`src/fragment_depth_test_color_write_defines.svh`:
```
// Assertion macros shared by the depth test and color write block.
`ifndef FRAGMENT_DEPTH_TEST_COLOR_WRITE_DEFINES_SVH
`define FRAGMENT_DEPTH_TEST_COLOR_WRITE_DEFINES_SVH

// Same-cycle implication, checked outside reset.
`define FDTCW_ASSERT_IMPL(label, clk, rst, ante, cons) \
  label: assert property (@(posedge clk) disable iff (rst) (ante) |-> (cons)) \
    else $error("fdtcw assertion failed");

// Next-cycle implication, checked outside reset.
`define FDTCW_ASSERT_NEXT(label, clk, rst, ante, cons) \
  label: assert property (@(posedge clk) disable iff (rst) (ante) |=> (cons)) \
    else $error("fdtcw assertion failed");

`endif

```
`src/fdtcw_ram.sv`:
```
// Generic single-write, single-read synchronous RAM with registered read data.
module fdtcw_ram #(
  parameter int WIDTH = 8,
  parameter int DEPTH = 16
) (
  input  logic                     clk,
  input  logic                     we,
  input  logic [$clog2(DEPTH)-1:0] waddr,
  input  logic [WIDTH-1:0]         wdata,
  input  logic [$clog2(DEPTH)-1:0] raddr,
  output logic [WIDTH-1:0]         rdata
);

  logic [WIDTH-1:0] mem [DEPTH];

  always_ff @(posedge clk) begin
    if (we) begin
      mem[waddr] <= wdata;
    end
    rdata <= mem[raddr];
  end

endmodule

```
`config.mk`:
```
export PLATFORM = sky130hd
export DESIGN_NAME = fdtcw_ram
export DESIGN_NICKNAME = d
export VERILOG_FILES = /design/src/fragment_depth_test_color_write_defines.svh /design/src/fdtcw_ram.sv
export SDC_FILE = /design/constraint.sdc
export NUM_CORES = 1
export LEC_CHECK = 0
export BUFFER_PORTS_ARGS = -buffer_cell sky130_fd_sc_hd__buf_2
export CAP_MARGIN = 5
export CORE_MARGIN = 1
export CORE_UTILIZATION = 51
export DETAILED_ROUTE_END_ITERATION = 6
export PLACE_DENSITY_LB_ADDON = 0.3
export SYNTH_ARGS = -nofsm -noshare
export SYNTH_HDL_FRONTEND = slang
export SYNTH_SLANG_ARGS = --single-unit
```
`constraint.sdc`:
```
create_clock -name clk -period 4.5 [get_ports clk]
set_input_delay 0.9 -clock clk [delete_from_list [all_inputs] [get_ports clk]]
set_output_delay 0.9 -clock clk [all_outputs]
set_load 0.005 [all_outputs]
```
* After elaboration in Yosys (flattened, before gate mapping)
Memories as Yosys holds them, arrays and structs flattened. A register that Yosys moved wholly into a read port is not among the register bits. Index checks and enable logic that the tools add are counted.
Storage, ports and cells: register bits 0, memory bits (writable) 128, bits of input ports 18, output and inout bits 8, logic and storage cells 3, memories kept 1
Memories:
- mem | depth 16, width 8, read ports 1, clocked after memory_dff 1, wr ports 1, RTL line fdtcw_ram.sv:14 | logic [WIDTH-1:0] mem [DEPTH];
Cells by class: mux-type cells 2
Operators by type and width (number):
- $mux W1 | 2

* Depth between registers and ports, before layout
depth after elaboration 2, gate-level depth with buffers 5, depth with buffers taken out 3

* Worst setup path before layout
No wires, ideal clock.
path type input-to-reg, from input port waddr[2], to memory mem[0][0], enable pin, setup time 0.383 ns, arrival time 2.010 ns, required time 4.117 ns, path slack 2.107 ns, stages 2, buffers on the path 0, cells stage by stage or3b_2 -> nor3_1
RTL lines:
- from (decl) | RTL line fdtcw_ram.sv:8 | input logic [$clog2(DEPTH)-1:0] waddr,
- to (decl) | RTL line fdtcw_ram.sv:14
No word-level cell before the write port.

==> metrics <==
syn avg cell area=about 22 um2; WS Path Type=in2reg; RSZ-0062 raised after global routing=no; CP startpoint kind=primary input; final net count=roughly 280; final hold slack=670 ps; final hold viol count=0; clk buf depth=2; io pins=26; chip height=102 um; Critical Path AT=between 2000 and 3000 ps; Sink Count=between 100 and 150; Die ar.=around 10000 um2; fin worst setup slack=2140 ps; routed length on met3=around 500 um; DR top layer=met4; largest net degree at the start of global routing=33; Max Cap Viol=0; hpwl dp=roughly 5.5 mm; Util after Layout=a little over 60%; Cells after Synth=229; gr ovfl total=0; Placer Congestion=a little over 0.7; Initial Utilization=a little over half; # port buffers=25; Ant. Diodes=0; drt first pass iters=6; FF/Latch Area=4000 um2; Pleak=approximately 0.002 uW; Fin Setup TNS=0 ps; initial DRC count=about 130; fill count=around 700; post-route antenna net violation count=0; H-tree depth=4; #FFs+latches synth=~140; Seq/Total Area, Yosys=77.8%; pre-CTS WS=about 1600 ps; Period Utilization, post-route=a little over half; final setup fails=0; worst-margin pin slew=1070 ps; crit path capture type=flip-flop; post_cts resized=0; GRT Overall Usage=between 20% and 30%; Vias=~2.4k; Die W=between 100 and 150 um; Max Freq=423 MHz; Area Overhead vs Synth=15.6%; peak supply drop=275 uV; root buffer cell=clkbuf_8; clk slew on worst S/H paths=around 60 ps; Synth Cell Area=5150 um2; syn_nets=about 250; Yosys warnings=0; vias in the first global route=2447; Post-CTS Setup Bufs=0; Num CTS Buffers=17; Finished Layout Cells=411; multi-input logic area=1070 um2; Worst Path Max Fanout=32; Yosys cell types=19; most common cell after layout, fill and taps aside=edfxtp_1; hold crit path type=reg2reg; share of cells above drive strength 1=between 20% and 30%; Met2 Routed Length=around 4.6 mm; CTS tree=built; global-route wire length before repair=about 14 mm; final WL=9.35 mm; max_slew headroom=about 29%; pwr dens=roughly 480 nW/um2; vias per cell=approximately 5.8; core area=around 9800 um2; worst clock skew=around 8 ps; most frequent cells in the layout=128 x edfxtp_1, 25 x buf_2, 18 x mux4_2, 16 x a22oi_1, 16 x clkbuf_16; initial antenna violation count=0; Req. time, crit path=4910 ps; Tmin final=between 2000 and 2500 ps; met1 WL=a little over 4 mm; DRC Markers=0; DP Cell Count=379; Hold Buf Count CTS=0; later-pin clock latency in the skew report=roughly 520 ps; status=completed; routed wire length per instance=roughly 23 um; Cell Rows=36; fin. max-slew vios=0
[metrics by stage]
step | cell area (um2) | total power (uW)
6_report | 5950 | 2880
5_1_grt | 5950 | 2950
2_1_floorplan | 5150 | 1520
4_1_cts | 5950 | 2900
3_3_place_gp | 5370 | 1570
3_5_place_dp | 5370 | 1570
[routing by layer]
layer,vias to the layer above,global-route usage (%)
li1,1049,-
met1,1239,26.8
met2,77,31.0
met3,12,7.11
met4,0,8.13
met5,-,0
[report_power, final]
group	switching [uW]	total [uW]	internal, uW
logic	70.2	121	50.6
registers	9.48	1430	1420
clock network	501	1340	836
[cells in the mapped netlist (all sizes together)]
cell type	count	area share, %
nand2	9	0.66
nand2b	2	0.24
and2b	1	0.15
or3b	1	0.17
edfxtp	128	75
and2	1	0.12
mux4	32	15
buf	7	1.1
nand3	1	0.097
dfxtp	8	3.1
nor2b	1	0.12
clkdlybuf4s25	3	0.58
nand3b	2	0.29
a22oi	16	2.3
nor2	13	0.95
nor3	4	0.39
[registers in the layout (all words and copies together), names as in the netlist]
register / cells
mem: 128
rdata: 8
[path summary, 6_finish.rpt]
check / from / end / slack, ps / depth (start not counted)
setup reg to reg: mem[5][2] / rdata[2] / 3140 / 3
hold / removal: mem[14][2] / rdata[2] / 670 / 3
hold reg to reg: mem[14][2] / rdata[2] / 670 / 3
setup / recovery: raddr[0] / rdata[2] / 2140 / 4
[final cells by class]
cell class | instances | area share (%)
Clock buffer | 18 | 7.02
Sequential cell | 136 | 67.3
Multi-Input combinational cell | 83 | 17.9
Timing Repair Buffer | 27 | 2.35
Tap cell | 133 | 2.80
Clock inverter | 14 | 2.63
[worst max-delay path: stages]
cell and delay (ps):
buf_2 780, mux4_1 710, a22oi_1 270, nand2_1 80
[logic make-up after synthesis]
logic type             synth area share, %
muxes                                 15.0
AOI/OAI and AO/OA                     2.33
and+or+nand+nor                       3.18
buffers and inverters                 1.68
DFF                                   77.8
Power figures use the tool's default switching activity.
