**src/fragment_depth_test_color_write_defines.svh**
```systemverilog
// Assertion macros shared by the depth test and color write block.
`ifndef FRAGMENT_DEPTH_TEST_COLOR_WRITE_DEFINES_SVH
`define FRAGMENT_DEPTH_TEST_COLOR_WRITE_DEFINES_SVH

// Same-cycle implication, checked outside reset.
`define FDTCW_ASSERT_IMPL(label, clk, rst, ante, cons) \
  label: assert property (@(posedge clk) disable iff (rst) (ante) |-> (cons)) \
    else $error("fdtcw assertion failed");

// Next-cycle implication, checked outside reset.
`define FDTCW_ASSERT_NEXT(label, clk, rst, ante, cons) \
  label: assert property (@(posedge clk) disable iff (rst) (ante) |=> (cons)) \
    else $error("fdtcw assertion failed");

`endif

```
**src/fdtcw_pkg.sv**
```systemverilog
// Types, constants and the depth compare function of the depth test block.
package fdtcw_pkg;

  localparam int PIXEL_COUNT = 65536;
  localparam int DEPTH_BITS  = 24;
  localparam int ADDR_BITS   = $clog2(PIXEL_COUNT);
  // y * width + x with 12-bit position and 13-bit width
  localparam int IDX_BITS    = 26;
  localparam int PADDR_BITS  = 4;
  localparam int PDATA_BITS  = 32;

  // register indexes (byte address / 4)
  localparam logic [1:0] REG_DEPTH_TEST_ENABLE = 2'd0;
  localparam logic [1:0] REG_DEPTH_FUNC        = 2'd1;
  localparam logic [1:0] REG_VIEWPORT_WIDTH    = 2'd2;

  // compare functions
  localparam logic [2:0] FUNC_NEVER    = 3'd0;
  localparam logic [2:0] FUNC_LESS     = 3'd1;
  localparam logic [2:0] FUNC_EQUAL    = 3'd2;
  localparam logic [2:0] FUNC_LEQUAL   = 3'd3;
  localparam logic [2:0] FUNC_GREATER  = 3'd4;
  localparam logic [2:0] FUNC_NOTEQUAL = 3'd5;
  localparam logic [2:0] FUNC_GEQUAL   = 3'd6;
  localparam logic [2:0] FUNC_ALWAYS   = 3'd7;

  // result outcomes
  localparam logic [2:0] OUT_WRITTEN    = 3'd0;
  localparam logic [2:0] OUT_GHOST      = 3'd1;
  localparam logic [2:0] OUT_KILLED     = 3'd2;
  localparam logic [2:0] OUT_DEPTH_FAIL = 3'd3;
  localparam logic [2:0] OUT_RANGE      = 3'd4;

  typedef struct packed {
    logic        depth_test_enable;
    logic [2:0]  depth_func;
    logic [12:0] viewport_width;
  } cfg_t;

  function automatic logic depth_pass(input logic [2:0] func,
                                      input logic [DEPTH_BITS-1:0] frag,
                                      input logic [DEPTH_BITS-1:0] stored);
    logic pass;
    unique case (func)
      FUNC_NEVER:    pass = 1'b0;
      FUNC_LESS:     pass = frag <  stored;
      FUNC_EQUAL:    pass = frag == stored;
      FUNC_LEQUAL:   pass = frag <= stored;
      FUNC_GREATER:  pass = frag >  stored;
      FUNC_NOTEQUAL: pass = frag != stored;
      FUNC_GEQUAL:   pass = frag >= stored;
      FUNC_ALWAYS:   pass = 1'b1;
      default:       pass = 1'b0;
    endcase
    return pass;
  endfunction

endpackage

```
**src/fdtcw_cfg.sv**
```systemverilog
// APB register file holding the depth test and viewport settings.
module fdtcw_cfg (
  input  logic                              clk,
  input  logic                              rst,
  input  logic                              psel,
  input  logic                              penable,
  input  logic                              pwrite,
  input  logic [fdtcw_pkg::PADDR_BITS-1:0]  paddr,
  input  logic [fdtcw_pkg::PDATA_BITS-1:0]  pwdata,
  output logic [fdtcw_pkg::PDATA_BITS-1:0]  prdata,
  output logic                              pready,
  output fdtcw_pkg::cfg_t                   cfg
);

  logic       wr_en;
  logic [1:0] reg_sel;

  assign pready  = 1'b1;
  assign wr_en   = psel && penable && pwrite;
  assign reg_sel = paddr[3:2];

  always_ff @(posedge clk) begin
    if (rst) begin
      cfg.depth_test_enable <= 1'b0;
      cfg.depth_func        <= fdtcw_pkg::FUNC_LESS;
      cfg.viewport_width    <= 13'd256;
    end else if (wr_en) begin
      unique case (reg_sel)
        fdtcw_pkg::REG_DEPTH_TEST_ENABLE: cfg.depth_test_enable <= pwdata[0];
        fdtcw_pkg::REG_DEPTH_FUNC:        cfg.depth_func        <= pwdata[2:0];
        fdtcw_pkg::REG_VIEWPORT_WIDTH:    cfg.viewport_width    <= pwdata[12:0];
        default: ;
      endcase
    end
  end

  always_comb begin
    unique case (reg_sel)
      fdtcw_pkg::REG_DEPTH_TEST_ENABLE:
        prdata = fdtcw_pkg::PDATA_BITS'(cfg.depth_test_enable);
      fdtcw_pkg::REG_DEPTH_FUNC:
        prdata = fdtcw_pkg::PDATA_BITS'(cfg.depth_func);
      fdtcw_pkg::REG_VIEWPORT_WIDTH:
        prdata = fdtcw_pkg::PDATA_BITS'(cfg.viewport_width);
      default:
        prdata = '0;
    endcase
  end

endmodule

```
**config.mk**
```make
export PLATFORM = sky130hd
export DESIGN_NAME = fdtcw_cfg
export DESIGN_NICKNAME = d
export VERILOG_FILES = /design/src/fragment_depth_test_color_write_defines.svh /design/src/fdtcw_pkg.sv /design/src/fdtcw_cfg.sv
export SDC_FILE = /design/constraint.sdc
export NUM_CORES = 1
export LEC_CHECK = 0
export BUFFER_PORTS_ARGS = -buffer_cell sky130_fd_sc_hd__buf_2
export CAP_MARGIN = 25
export CORE_MARGIN = 1.5
export CORE_UTILIZATION = 40
export CTS_CLUSTER_SIZE = 28
export DETAILED_ROUTE_END_ITERATION = 8
export HOLD_SLACK_MARGIN = 0.06
export PLACE_DENSITY = 0.92
export SLEW_MARGIN = 25
export SYNTH_ARGS = -nofsm -noshare
export SYNTH_HDL_FRONTEND = slang
export SYNTH_SLANG_ARGS = --single-unit
```
**constraint.sdc**
```tcl
create_clock -name clk -period 2.45 [get_ports clk]
set_clock_uncertainty 0.15 [all_clocks]
set_input_delay 0.49 -clock clk [delete_from_list [all_inputs] [get_ports clk]]
set_output_delay 0.49 -clock clk [all_outputs]
set_load 0.01 [all_outputs]
```
Word level (Yosys, flattened, before mapping)
Cells that the tools add are included.
{ "word_totals": {"regBits": 17, "latchBits": 0, "mem_bits_rw": 0, "mem_bits_ro": 0, "output_inout_bits": 50, "word_cells": 12, "n_memories": 0} }
{ "op_classes": {"n_addsub": 0, "n_mul": 0, "div": 0, "n_lt_le_gt_ge": 0, "eq_ne": 2, "n_shift": 0, "muxes": 1, "bitwise": 0, "reduce_logical": 6} }
{ "ops": {"columns": ["op", "count"], "rows": [
  ["$pmux W13 S3", 1],
  ["$reduce_and A2 Y1", 3],
  ["$eq A2 B1 Y1 const B", 1],
  ["$eq A2 B2 Y1 const B", 1],
  ["$logic_and A1 B1 Y1", 2],
  ["$logic_not A2 Y1", 1]
]} }

Longest topological paths before layout
{ "logic_depth": {"word_depth": 3, "mapped_depth": 4, "mapped_depth_nobuf": 3} }

Worst setup path before layout
No wires, ideal clock.
{ "synth_path": {"path_type": "input to output", "start": "input port paddr[3] in the netlist's numbering", "end": "output port prdata[10] in the netlist's numbering", "t_arrival_ps": 1062, "path_slack_ps": 748, "cell_stages": 3, "n_path_buf": 1, "cell_sequence": "nor2b_1 -> clkbuf_1 -> and2_1"} }
{ "synth_between": {"elab_chain_cells": 2} }
{ "synth_rtl": {"columns": ["element", "line_no", "text"], "rows": [
  ["start, declared", "fdtcw_cfg.sv:8", "input logic [fdtcw_pkg::PADDR_BITS-1:0] paddr,"],
  ["$eq A2 B2 Y1 (tied with other cells)", "fdtcw_cfg.sv:38", "unique case (reg_sel)"],
  ["$pmux W13 S3 (*)", "fdtcw_cfg.sv:38", null],
  ["end, declared", "fdtcw_cfg.sv:10", "output logic [fdtcw_pkg::PDATA_BITS-1:0] prdata,"]
]} }
Every way passes the cells marked *; elsewhere a longest branch is shown, timed or not.

Worst setup path after layout
{ "layout_path": {"start": "input port paddr[3] in the netlist's numbering", "end": "output port prdata[2] in the netlist's numbering"} }
The elaborated chain is that of the path after synthesis.

==> results.yml <==
layout:
  drive_gt1_frac: 0.344
  reg_top3: "cfg x17"
  largest_reg_flops: 17
  largest_register: "cfg"
  postLayoutCellArea_um2: 1240
  fin_nets: 202
  area_growth_pct: 19.7
  num_antenna_cells: 0
placement:
  routabilityCongestion: 0.818
  io_buffers: 49
  place_ws_ps: 147
  dp_hpwl_mm: 1.54
  dpl_cell_area_um2: 1210
timing:
  fmax_mhz: 444
  setup_violations: 0
  hold_ws_ps: 305
  final-max-slew-violation-count: 0
  final-hold-violation-count: 0
  relSlewSlack: 0.488
  tightestPinTransition_ps: 767
  finalCriticalPeriod_ps: 2250
  rsz0062_at_grt: "false"
  min_period_over_period: 0.920
  finalSetupTns_ps: 0
  layout_setup_ws_ps: 197
clocking:
  clk_latency_ps: 280
  clkSlewWorstSetupHoldPaths_ps: 90
  cts_sinks: 17
  cts_hold_buf: 0
  cts_resized: 0
  cts_buffers: 3
  cts_setup_buffers: 0
  cts_tree: "done"
  cts.path.max_buffers: 2
  root_buffer: "clkbuf_4"
  htreeDepth: 1
worst_setup_path:
  slowest_delay_ps: 630
  crit_family: "simple AND/OR/NAND/NOR gates"
  cp_common_cell: "buf_2"
  crit_buf_inv: 2
  worstPathArrival_ps: 1610
  endpoint_kind: "primary output"
  required_ps: 1810
  critical_path_class: "in2out"
  worst_path_max_delay_cell: "nor2b_1"
  crit_chain: "buf_2 > nor2b_1 > a22o_1 > buf_2"
  startpoint_type: "input pin"
  crit_fanout: 12
synth:
  synth_commonest_cells: "nand2b_1 (27), buf_4 (20), mux2i_1 (18)"
  synth_cells: 113
  ys_ff_latch: 17
  ys.flop_type: "dfxtp_1"
  synth.top_cell.area_share: 0.329
  yosysMostFrequentCell: "nand2b_1"
  synth.avg_cell_area_um2: 9.16
  yosysTopAreaCell: "dfxtp_1"
  synth_edf_count: 0
  synth_area_leaders: "dfxtp_1 (33%), mux2i_1 (17%), nand2b_1 (16%)"
  syn-cell-area_um2: 1030
  synth-seq-area-share: 0.329
  async_flop_share: 0
  synth_warnings: 0
  synth_cell_types: 18
floorplan:
  die_w_um: 53.9
  die_h_um: 53.9
  initial_core_util: 0.422
  design.die.area_um2: 2900
  ios: 91
  row_count: 18
  design.core.area_um2: 2450
route:
  vias: 835
  ant_nets: 0
  firstDrtPassIters: 4
  wire_per_inst_um: 10.4
  avgViaCountPerCell: 4.39
  drt-initial-drc-count: 9
  routed_wl_mm: 1.98
  drc_errors: 0
global_route:
  gr-usage-all-layers: 0.149
  grt_pass1_wl_mm: 2.99
  grt_use_met2: 0.270
  antenna_found_initial: 0
  grt_max_degree: 32
  use_met1: 0.146
  busiest_layer: "met2"
  use_met3: 0.0417
  overflow: 0
  grt_pass1_vias: 725
pwr:
  power_uw: 502
  p_leak_uw: 0.000630
  ir_drop_uv: 257
  p_per_area_nw_per_um2: 405
status:
  outcome: "finished clean"
run:
  maxCapViolations: 0
worst_hold_path:
  min_path_type: "in2reg"
==> per-layer routing <==
metal / vias to the layer above / routed length, µm
met5: - / 0
met4: 0 / 15
li1: 420 / -
met1: 368 / 864
met3: 2 / 158
met2: 45 / 945
==> final timing paths <==
check / from / end / slack [ps] / depth (start not counted)
worst max-delay path: paddr[3] / prdata[2] / 200 / 4
worst min-delay path: pwdata[3] / cfg[3]$_SDFFE_PP0P_ / 300 / 3
worst max register to register: cfg[0]$_SDFFE_PP0P_ / cfg[0]$_SDFFE_PP0P_ / 1640 / 2
worst min register to register: cfg[7]$_SDFFE_PP0P_ / cfg[7]$_SDFFE_PP0P_ / 330 / 2
==> worst register-to-register path, delay by kind of cell, from the launching register on <==
family | cells | cell delay [ps]
muxes | 1 | 140
and+or+nand+nor | 1 | 70
DFF | 1 | 380
==> logic make-up (layout without fill, tap and decap cells) <==
kind of cell,count (synthesis),after routing,synth area share
compound gates,3,3,0.0218
buf+inv,25,54,0.174
flops,17,17,0.329
mux,18,18,0.174
other cells,2,20,0.00726
simple gates,48,48,0.294
==> cells in the final DEF (no fill, tap or decap), types with 2 or more instances in the layout <==
| cell | count |
|---|---|
| buf_2 | 49 |
| nand2b_1 | 27 |
| conb_1 | 20 |
| mux2i_1 | 18 |
| dfxtp_1 | 17 |
| and2_1 | 10 |
| nor2_1 | 4 |
| clkbuf_4 | 3 |
| a22o_1 | 2 |
==> power by group <==
group,internal [µW],switching [µW]
combinational,31.6,43.1
sequential,280,2.63
clock,63.1,81.8
==> cell type report <==
type	instances	area, µm²
Fill cell	249	1220
Clock buffer	4	26.3
Tap cell	30	37.5
Multi-Input combinational cell	89	582
Sequential cell	17	340
Timing Repair Buffer	50	253
==> per-stage QoR <==
stage / utilization / cells
3_3_place_gp: 0.494 / 186
2_1_floorplan: - / 131
4_1_cts: 0.505 / 190
5_1_grt: 0.505 / 190
6_report: 0.505 / 190
3_5_place_dp: 0.494 / 186
Note: power is estimated with default switching activity, not from simulation.
